[src/rtl/lsr_pkg.sv]
// Shared types and constants of the label select and relabel engine.
package lsr_pkg;

	localparam int unsigned LABEL_W = 16;
	localparam int unsigned MASK_W  = 8;
	localparam int unsigned ENTRY_W = 8;

	localparam logic [ENTRY_W-1:0] CONFLICT_VALUE = 8'd255;

	typedef enum logic [1:0] {
		OP_CLEAR = 2'd0,
		OP_MARK  = 2'd1,
		OP_LEARN = 2'd2,
		OP_APPLY = 2'd3
	} op_t;

	typedef enum logic {
		CFG_INVERT   = 1'b0,
		CFG_SET_MODE = 1'b1
	} cfg_index_t;

endpackage

[src/rtl/lsr_sweep.sv]
// Fill sequencer that walks every table entry after reset and on a clear.
module lsr_sweep #(
	parameter int unsigned ADDR_BITS = 16
) (
	input  logic                        clk,
	input  logic                        arst_n,
	input  logic                        fill_start,
	input  logic                        fill_bit,
	output logic                        active,
	output logic [ADDR_BITS-1:0]        addr,
	output logic [lsr_pkg::ENTRY_W-1:0] data
);
	import lsr_pkg::*;

	logic                 active_q;
	logic [ADDR_BITS-1:0] cnt_q;
	logic                 fill_q;

	always_ff @(posedge clk or negedge arst_n) begin
		if (!arst_n) begin
			active_q <= 1'b1;
			cnt_q    <= '0;
			fill_q   <= 1'b0;
		end else if (fill_start) begin
			active_q <= 1'b1;
			cnt_q    <= '0;
			fill_q   <= fill_bit;
		end else if (active_q) begin
			cnt_q <= cnt_q + 1'b1;
			if (cnt_q == {ADDR_BITS{1'b1}}) begin
				active_q <= 1'b0;
			end
		end
	end

	assign active = active_q;
	assign addr   = cnt_q;
	assign data   = ENTRY_W'(fill_q);

endmodule

[config.mk]
export PLATFORM = sky130hd
export DESIGN_NAME = lsr_sweep
export DESIGN_NICKNAME = d
export VERILOG_FILES = /design/src/rtl/lsr_pkg.sv /design/src/rtl/lsr_sweep.sv
export SDC_FILE = /design/constraint.sdc
export NUM_CORES = 1
export LEC_CHECK = 0
export BUFFER_PORTS_ARGS = -buffer_cell sky130_fd_sc_hd__buf_2
export CAP_MARGIN = 20
export CORE_UTILIZATION = 49
export DETAILED_ROUTE_END_ITERATION = 12
export PLACE_DENSITY = 0.82
export SETUP_SLACK_MARGIN = 0.15
export SYNTH_ARGS = -nofsm -noshare
export SYNTH_HDL_FRONTEND = slang
export SYNTH_SLANG_ARGS = --single-unit
[constraint.sdc]
create_clock -name clk -period 1.9 [get_ports clk]
set_input_delay 0.285 -clock clk [delete_from_list [all_inputs] [get_ports clk]]
set_output_delay 0.285 -clock clk [all_outputs]
set_load 0.005 [all_outputs]
==> results.py, run 1 <==
metrics = {
    "outcome": {
        "run_status": "finished, final reports clean",
    },
    "power": {
        "p_leak_nw": 0.553,
        "power.density_nw_per_um2": 622,
        "vdd_drop_max_v": 0.000362,
    },
    "yosys": {
        "synth.yosys.seq_area_share_pct": 47.1,
        "postSynthCellCount": 94,
        "synth_ff_type": "sky130_fd_sc_hd__dfrtp_1",
        "synthesis.yosys.warnings": 0,
        "synth.cell_area_sq_um": 958,
        "synth-edff-count": 0,
        "post_synth_num_cell_types": 31,
        "synth-seq-cells": 18,
        "synth-async-reset-ratio_pct": 100,
        "syn_avg_cell_area_sq_um": 10.2,
    },
    "layout": {
        "fill_cell_instance_count_of_the_final_layout": 160,
        "stdcell_count": 142,
        "fraction_of_layout_cells_with_a_size_suffix_above_1_pct": 29.9,
        "multi_input_area_sq_um": 445,
        "num-nets-final": 123,
        "syn2layout_area_growth_pct": 14.6,
        "mostFrequentLayoutCell": "sky130_fd_sc_hd__buf_2",
        "layout.cells.most_common_list": "sky130_fd_sc_hd__buf_2 (21), sky130_fd_sc_hd__dfrtp_1 (17), sky130_fd_sc_hd__nor2_1 (11)",
        "seqCellArea_sq_um": 452,
        "final_core_utilization_pct": 61.6,
        "n_antenna_cell": 0,
    },
    "critical_path": {
        "critical_path.cell_chain": "and4_4 -> nand4_4 -> or4_1 -> a21oi_1",
        "crit_path_end_kind": "flip-flop",
        "r2r_setup_slack_ps": 280,
        "critical_path_required_ps": 2120,
        "criticalPathCategory": "reg -> reg",
        "critPathSlowestCell": "sky130_fd_sc_hd__or4_1",
        "crit_path_start_kind": "flip-flop",
        "arrival_time_of_data_at_the_critical_path_endpoint_ps": 1840,
        "crit_path_max_incr_delay_ps": 520,
        "crit_fanout": 7,
    },
    "clock_tree": {
        "cts_max_level": 1,
        "clk_transition_reported_paths_ps": 110,
        "cts_made_buffers": 3,
        "cts-resized-gates": 0,
        "clk_latency_ps": 290,
        "buffer_depth_of_the_longest_clock_path": 2,
        "cts_root_buf": "sky130_fd_sc_hd__clkbuf_4",
        "cts_tree": "done",
        "tritoncts_num_sinks": 18,
    },
    "placed_design": {
        "place_congestion": 0.836,
        "port-buffer-count": 21,
        "hpwl_mm": 1.36,
        "placed_cells": 137,
    },
    "drt": {
        "routedWlPerCell_um": 13.0,
        "routed_wirelength_mm": 1.85,
        "ant_nets": 0,
        "drcViolationCount": 0,
        "detail_route.first_pass.iterations": 4,
        "route.detailed.vias_per_inst": 5.29,
        "num_vias": 751,
        "initialDrtViolationCount": 15,
    },
    "timing": {
        "achievable-frequency_mhz": 617,
        "layout_worst_path_cycle_share_pct": 85.3,
        "finalSetupViolations": 0,
        "period_needed_ps": 1620,
        "totalNegativeSetupSlack_ps": 0,
        "setup_repair_after_global_routing_missed_its_margin": "false",
        "report.final.slew_viol_count": 0,
        "clock_skew_ps": 10.5,
        "hold_viol_final": 0,
    },
    "floorplanning": {
        "rows": 15,
        "dieArea_sq_um": 2140,
        "ios": 29,
        "chipHeight_um": 46.2,
        "floorplan.initialDensity_pct": 53.8,
        "fp.coreArea_sq_um": 1780,
        "die_width_um": 46.2,
    },
    "grt": {
        "number_of_global_route_vias_before_repair": 662,
        "maximum_number_of_pins_on_one_net_before_global_route_repair": 19,
        "groute.usage.overall_pct": 20.5,
        "number_of_antenna_violations_at_the_first_check_in_global_routing": 0,
        "grt_pass1_wl_mm": 3.08,
        "global_route.overflow_total": 0,
    },
    "hold_path": {
        "hp-class": "in -> reg",
    },
    "flow_run": {
        "max-cap-violations": 0,
    },
}
==> where the power goes <==
part / switching [mW] / internal [mW] / total, mW
logic: 0.0293 / 0.0193 / 0.0485
registers: 0.00828 / 0.390 / 0.399
clock network: 0.119 / 0.117 / 0.236
total: 0.157 / 0.526 / 0.683
==> flip-flops by register name, summed over array words and instances, names as in the netlist <==
register,count
active,1
addr,16
fill_q,1
==> layer usage <==
metal  routed length [um]  GRT usage [%]
met5                    0              0
met3                   62           2.35
met4                   53           12.9
met2                  857           29.9
met1                  875           28.6
==> kinds of logic after synthesis <==
family / Yosys count / share of synthesized area [%]
mux: 2 / 2.22
compound gates: 12 / 7.57
flops: 18 / 47.1
buf+inv: 12 / 8.75
fa+ha+maj: 1 / 1.31
xor+xnor: 10 / 9.14
simple gates: 38 / 23.5
other cells: 1 / 0.391
==> worst paths after layout <==
kind	startpoint	end	cells after the start
min in group asynchronous	arst_n	addr[2]	2
max reg2reg	addr[6]	addr[15]	4
min	fill_bit	fill_q	2
min reg2reg	fill_q	fill_q	1
max in group asynchronous	arst_n	active	2
max	addr[6]	addr[15]	4
==> critical path, delay by kind of cell, from the launching register on <==
| family | cells | cell delay, ps |
|---|---|---|
| simple gates | 3 | 950 |
| flops | 1 | 440 |
| compound gates | 1 | 150 |
==> layout make-up <==
| cell class | count | share of cell area [%] |
|---|---|---|
| Tap cell | 25 | 2.85 |
| Inverter | 1 | 0.342 |
| Multi-Input combinational cell | 70 | 40.5 |
| Timing Repair Buffer | 24 | 11.8 |
| Sequential cell | 18 | 41.1 |
| Clock buffer | 4 | 3.30 |
==> cell usage after synthesis (2+ instances only) <==
library cell,instances,area (sq um)
sky130_fd_sc_hd__dfrtp_1,17,425
sky130_fd_sc_hd__or4_1,2,15.0
sky130_fd_sc_hd__nand3_1,6,30.0
sky130_fd_sc_hd__buf_4,8,60.1
sky130_fd_sc_hd__xor2_1,9,78.8
sky130_fd_sc_hd__o31ai_1,3,22.5
sky130_fd_sc_hd__a21oi_1,5,25.0
sky130_fd_sc_hd__nand2_1,3,11.3
sky130_fd_sc_hd__nand4_1,5,31.3
sky130_fd_sc_hd__nor2_1,11,41.3
sky130_fd_sc_hd__and2_2,2,15.0
sky130_fd_sc_hd__or3_1,2,12.5
sky130_fd_sc_hd__o21ai_0,3,15.0
==> stage by stage <==
step                      area, sq um  hold slack [ps]  setup slack (ps)  total power [mW]
final                            1100              222               280             0.683
after global routing             1100              211               178             0.713
after floorplan                   981            -10.6               253             0.443
after CTS                        1100              216               285             0.686
after detailed placement         1050              237               314             0.453
after global placement           1050              232               331             0.451
==> repair_timing <==
action,CTS,global route
setup buffers,0,0
endpoints found under the hold margin,17,0
hold buffers,1,0
(Power assumes the default switching activity.)
==> run 2, diff against run 1 <==
Settings changed: ABC_AREA set to 1, CORE_UTILIZATION 49 to 50, PLACE_DENSITY 0.82 to 0.78.
==> run 2 against run 1 <==
Effect of this change:
- critical path depth is 4 higher
- critical path type unchanged
- sequential share of layout area is 3.1 points lower
- final area is 8.1% higher
- clock power hardly changed
- count of clock-buffer cells in the layout stayed put
- utilization is 1.1 points lower
- power is 0.20% higher
- routed wire length is 21% higher
==> results.py, run 2 <==
metrics = {
    "outcome": {
        "run_status": "finished, final reports clean",
    },
    "timing": {
        "setup_repair_after_global_routing_missed_its_margin": "false",
        "tightestPinTransition_ps": 505,
        "achievable-frequency_mhz": 678,
        "finalSetupViolations": 0,
        "period_needed_ps": 1470,
        "hold_viol_final": 0,
        "clock_skew_ps": 4.31,
        "report.final.slew_viol_count": 0,
        "totalNegativeSetupSlack_ps": 0,
        "final_worst_path_setup_slack_ps": 426,
        "layout_worst_path_cycle_share_pct": 77.6,
        "max-slew-margin-rel_pct": 66.3,
    },
    "floorplanning": {
        "die_width_um": 47.7,
        "chipHeight_um": 47.7,
        "ios": 29,
        "rows": 16,
        "floorplan.initialDensity_pct": 53.3,
        "dieArea_sq_um": 2280,
        "fp.coreArea_sq_um": 1960,
    },
    "layout": {
        "n_antenna_cell": 0,
        "layout.cells.most_common_list": "sky130_fd_sc_hd__nand2_1 (28), sky130_fd_sc_hd__buf_2 (21), sky130_fd_sc_hd__nor2_1 (17), sky130_fd_sc_hd__dfrtp_1 (17), sky130_fd_sc_hd__inv_1 (14)",
        "final_core_utilization_pct": 60.5,
        "syn2layout_area_growth_pct": 13.7,
        "stdcell_area_sq_um": 1190,
        "largest_reg_flops": 16,
        "num-nets-final": 163,
        "mostFrequentLayoutCell": "sky130_fd_sc_hd__nand2_1",
        "fraction_of_layout_cells_with_a_size_suffix_above_1_pct": 25.5,
        "stdcell_count": 184,
    },
    "critical_path": {
        "timing.critical_path.max_delay_family": "simple AND/OR/NAND/NOR gates",
        "crit_fanout": 6,
        "critical_path.cell_chain": "ha_1 -> nand3_2 -> nor2_4 -> nand2_2 -> nor2_2 -> nand2_1 -> nand2_1 -> nor2_1",
        "criticalPathCategory": "reg -> reg",
        "crit_path_frequent_cell": "sky130_fd_sc_hd__nand2_1",
        "arrival_time_of_data_at_the_critical_path_endpoint_ps": 1670,
        "crit_path_start_kind": "flip-flop",
        "timing.critical_path.buf_inv": 0,
        "crit_path_end_kind": "flip-flop",
        "crit_path_max_incr_delay_ps": 430,
        "critPathSlowestCell": "sky130_fd_sc_hd__dfrtp_1",
        "critical_path_required_ps": 2100,
    },
    "yosys": {
        "synth.largest_area_cell": "sky130_fd_sc_hd__dfrtp_1",
        "syn_avg_cell_area_sq_um": 7.80,
        "yosysTopAreaCellShare_pct": 40.7,
        "synth-async-reset-ratio_pct": 100,
        "synth-edff-count": 0,
        "synth_ff_type": "sky130_fd_sc_hd__dfrtp_1",
        "post_synth_num_cell_types": 24,
        "synthesis.yosys.warnings": 0,
        "postSynthCellCount": 134,
        "netlist_top_cells_area": "sky130_fd_sc_hd__dfrtp_1 (41%), sky130_fd_sc_hd__nand2_1 (10%), sky130_fd_sc_hd__nor2_1 (6.1%)",
        "synth.yosys.seq_area_share_pct": 43.2,
        "synthTopCellsByCount": "sky130_fd_sc_hd__nand2_1 (28), sky130_fd_sc_hd__dfrtp_1 (17), sky130_fd_sc_hd__nor2_1 (17)",
        "yosysMostFrequentCell": "sky130_fd_sc_hd__nand2_1",
        "synth.cell_area_sq_um": 1040,
        "synth-seq-cells": 18,
    },
    "power": {
        "vdd_drop_max_v": 0.000471,
        "p_leak_nw": 0.598,
        "power.density_nw_per_um2": 576,
    },
    "placed_design": {
        "placed_cells": 179,
        "hpwl_mm": 1.64,
        "detailedPlace.worstSlack_ps": 462,
        "place_congestion": 0.908,
        "placedInstanceArea_sq_um": 1140,
        "port-buffer-count": 21,
    },
    "drt": {
        "route.detailed.vias_per_inst": 5.03,
        "initialDrtViolationCount": 19,
        "routed_wirelength_mm": 2.24,
        "num_vias": 926,
        "detail_route.first_pass.iterations": 6,
        "drcViolationCount": 0,
        "ant_nets": 0,
        "routedWlPerCell_um": 12.2,
    },
    "clock_tree": {
        "cts_tree": "done",
        "cts_made_buffers": 3,
        "buffer_depth_of_the_longest_clock_path": 2,
        "postCtsSetupBuffers": 0,
        "cts_max_level": 1,
        "cts_root_buf": "sky130_fd_sc_hd__clkbuf_4",
        "clk_latency_ps": 290,
        "clk_transition_reported_paths_ps": 110,
        "ctsHoldBuffers": 1,
        "cts-resized-gates": 0,
        "tritoncts_num_sinks": 18,
    },
    "grt": {
        "maximum_number_of_pins_on_one_net_before_global_route_repair": 19,
        "groute.usage.overall_pct": 22.3,
        "number_of_global_route_vias_before_repair": 774,
        "grt_pass1_wl_mm": 3.43,
        "number_of_antenna_violations_at_the_first_check_in_global_routing": 0,
        "global_route.overflow_total": 0,
    },
    "flow_run": {
        "max-cap-violations": 0,
    },
    "hold_path": {
        "hp-class": "in -> reg",
    },
}
run 2: final cells by class:
| class | instances | area (sq um) |
|---|---|---|
| well taps | 27 | 33.8 |
| repair buffers | 22 | 115 |
| inverters | 15 | 56.3 |
| fillers | 197 | 774 |
| multi-input cells | 98 | 494 |
| clock buffers | 4 | 36.3 |
| flip-flops and latches | 18 | 452 |
run 2: kinds of logic (layout without fill, tap and decap cells):
group / after synthesis / in the layout / synth area share, %
other: 1 / 7 / 0.359
flip-flops: 18 / 18 / 43.2
buffers and inverters: 24 / 41 / 11.6
AO/OA/AOI/OAI: 18 / 18 / 9.70
adder cells (fa/ha/maj): 1 / 1 / 1.20
AND/OR/NAND/NOR: 72 / 72 / 33.9
run 2: report_power, final:
group / internal (mW) / leakage (nW) / switching [mW] / total, mW
clock network: 0.117 / 0.0210 / 0.121 / 0.238
registers: 0.390 / 0.244 / 0.00801 / 0.398
logic: 0.0161 / 0.333 / 0.0320 / 0.0481
run 2: stage by stage:
| step | hold slack, ps | total power, mW |
|---|---|---|
| after floorplan | -10.6 | 0.439 |
| after global placement | 239 | 0.448 |
| after detailed placement | 241 | 0.452 |
| after CTS | 186 | 0.692 |
| after global routing | 201 | 0.718 |
| final | 191 | 0.684 |
run 2: final timing paths:
path,depth (start not counted),endpoint,slack [ps],start
min in group asynchronous,2,addr[8],480,arst_n
max in group asynchronous,2,active,1090,arst_n
hold / removal,3,fill_q,190,fill_bit
setup reg to reg,8,addr[14],430,addr[1]
setup / recovery,8,addr[14],430,addr[1]
hold reg to reg,2,fill_q,500,fill_q
run 2: metal layers:
metal | wire [um] | GRT usage, % | vias up | share of wire, %
met5 | 0 | 0 | - | 0
met4 | 39 | 10.6 | 0 | 1.7
met3 | 87 | 3.40 | 6 | 3.9
met2 | 1050 | 34.3 | 24 | 47
met1 | 1060 | 30.7 | 437 | 47
li1 | - | - | 459 | -
run 2: worst reg2reg max path, cell delays in order (launching register included):
cell and delay [ps]:
sky130_fd_sc_hd__dfrtp_1 430, sky130_fd_sc_hd__ha_1 240, sky130_fd_sc_hd__nand3_2 110, sky130_fd_sc_hd__nor2_4 180
sky130_fd_sc_hd__nand2_2 100, sky130_fd_sc_hd__nor2_2 150, sky130_fd_sc_hd__nand2_1 70, sky130_fd_sc_hd__nand2_1 50
sky130_fd_sc_hd__nor2_1 50
==> run 3, diff against run 2 <==
Clock period 1.9 ns to 1.45 ns, I/O delays scaled along.
==> run 3 against run 2 <==
Effect of this change:
- critical path depth decreased by 6
- via count is 8.9% higher
- routed wire length up 13%
- worst hold slack lost 79 ps
- non-clock buffer count up 10
- sequential cell count stayed put
- first-iteration DRC count increased by 110%
- utilization up 6.5 points
==> results.py, run 3 (synthesis gave the netlist of run 2 again) <==
metrics = {
    "power": {
        "power_uw": 924,
        "vdd_drop_max_v": 0.000643,
        "p_leak_nw": 0.662,
        "power.density_nw_per_um2": 703,
    },
    "grt": {
        "number_of_antenna_violations_at_the_first_check_in_global_routing": 0,
        "grt_pass1_wl_mm": 3.72,
        "maximum_number_of_pins_on_one_net_before_global_route_repair": 19,
        "groute.usage.overall_pct": 24.2,
        "global_route.overflow_total": 0,
        "number_of_global_route_vias_before_repair": 859,
    },
    "timing": {
        "setup_repair_after_global_routing_missed_its_margin": "true",
        "period_needed_ps": 1320,
        "clock_skew_ps": 5.58,
        "hold_slack_ps": 112,
        "hold_viol_final": 0,
        "totalNegativeSetupSlack_ps": 0,
        "achievable-frequency_mhz": 756,
        "finalSetupViolations": 0,
        "final_worst_path_setup_slack_ps": 127,
        "layout_worst_path_cycle_share_pct": 91.3,
        "report.final.slew_viol_count": 0,
    },
    "critical_path": {
        "crit_fanout": 3,
        "crit_path_end_kind": "output pin",
        "arrival_time_of_data_at_the_critical_path_endpoint_ps": 1110,
        "critical_path_required_ps": 1230,
        "reg2reg_to": "addr[14]",
        "crit_path_start_kind": "flip-flop",
        "r2r_setup_slack_ps": 130,
        "criticalPathCategory": "reg -> out",
        "r2r-start": "addr[1]",
        "reg2reg_depth": 8,
    },
    "layout": {
        "final_core_utilization_pct": 67.0,
        "syn2layout_area_growth_pct": 25.9,
        "stdcell_area_sq_um": 1320,
        "mostFrequentLayoutCell": "sky130_fd_sc_hd__nand2_1",
        "largest_reg_flops": 16,
        "stdcell_count": 194,
        "num-nets-final": 173,
        "layout.cells.most_common_list": "sky130_fd_sc_hd__nand2_1 (28), sky130_fd_sc_hd__buf_2 (21), sky130_fd_sc_hd__dfrtp_1 (16)",
        "fill_cell_instance_count_of_the_final_layout": 188,
        "n_antenna_cell": 0,
        "fraction_of_layout_cells_with_a_size_suffix_above_1_pct": 34.1,
    },
    "clock_tree": {
        "cts_tree": "done",
        "clk_latency_ps": 300,
        "clk_transition_reported_paths_ps": 100,
        "cts_root_buf": "sky130_fd_sc_hd__clkbuf_4",
        "cts_max_level": 1,
        "buffer_depth_of_the_longest_clock_path": 2,
        "cts_made_buffers": 3,
        "tritoncts_num_sinks": 18,
    },
    "placed_design": {
        "placed_cells": 179,
        "port-buffer-count": 21,
        "placedInstanceArea_sq_um": 1140,
        "place_congestion": 0.908,
        "detailedPlace.worstSlack_ps": 12.5,
        "hpwl_mm": 1.67,
    },
    "hold_path": {
        "worstHoldPathCells": 3,
        "timing.hold.worst.start": "fill_bit",
        "hp-class": "in -> reg",
        "min_to": "fill_q",
    },
    "floorplanning": {
        "dieArea_sq_um": 2280,
        "ios": 29,
        "die_width_um": 47.7,
        "fp.coreArea_sq_um": 1960,
        "floorplan.initialDensity_pct": 53.3,
        "rows": 16,
        "chipHeight_um": 47.7,
    },
    "drt": {
        "routedWlPerCell_um": 13.1,
        "ant_nets": 0,
        "routed_wirelength_mm": 2.54,
        "num_vias": 1008,
        "route.detailed.vias_per_inst": 5.20,
        "detail_route.first_pass.iterations": 4,
        "initialDrtViolationCount": 40,
        "drcViolationCount": 0,
    },
    "flow_run": {
        "max-cap-violations": 0,
    },
    "outcome": {
        "run_status": "finished, final reports clean",
    },
}
## run 3: cell count changes in the layout (fill, tap and decap cells not counted), sizes merged
cell	before	now
buf	21	31
## run 3: timing repair
item                                    in CTS  in global routing
endpoints found under the setup margin       7                 11
pin swaps                                    1                  5
setup buffers                                4                  6
hold buffers                                 1                  0
endpoints found under the hold margin       17                  0
resized for setup                            3                 10
## run 3: layer usage
metal / track usage, % / vias to the layer above / share of wire (%)
met4: 14.4 / 0 / 3.3
met1: 30.9 / 476 / 41
met5: 0 / - / 0
li1: - / 479 / -
met3: 3.77 / 12 / 5.1
met2: 38.4 / 41 / 50
## run 3: worst max path at each step
stage	from	endpoint	slack, ps	cells past startpoint
2_1_floorplan	addr[0]	addr[14]	170	8
3_3_place_gp	addr[0]	addr[14]	130	8
3_5_place_dp	addr[1]	addr[14]	10	8
4_1_cts	addr[1]	addr[14]	130	8
5_1_grt	addr[1]	addr[7]	50	7
6_report	active	active	130	2
## run 3: layout make-up
| type | count | area (sq um) | area share [%] |
|---|---|---|---|
| clock buffers | 4 | 36.3 | 2.76 |
| inverters | 15 | 56.3 | 4.28 |
| multi-input cells | 98 | 542 | 41.2 |
| flip-flops and latches | 18 | 453 | 34.4 |
| well taps | 27 | 33.8 | 2.57 |
| repair buffers | 32 | 194 | 14.7 |
## run 3: worst max-delay path, cell delays in order (launching register included)
cell	delay [ps]
sky130_fd_sc_hd__dfstp_2	570
sky130_fd_sc_hd__buf_4	130
sky130_fd_sc_hd__buf_2	100
## run 3: power breakdown
part | switching [mW] | total [mW] | leakage, nW | internal (mW)
registers | 0.0105 | 0.521 | 0.242 | 0.511
clock network | 0.171 | 0.324 | 0.0210 | 0.153
logic | 0.0466 | 0.0786 | 0.399 | 0.0319
total | 0.228 | 0.924 | 0.662 | 0.696
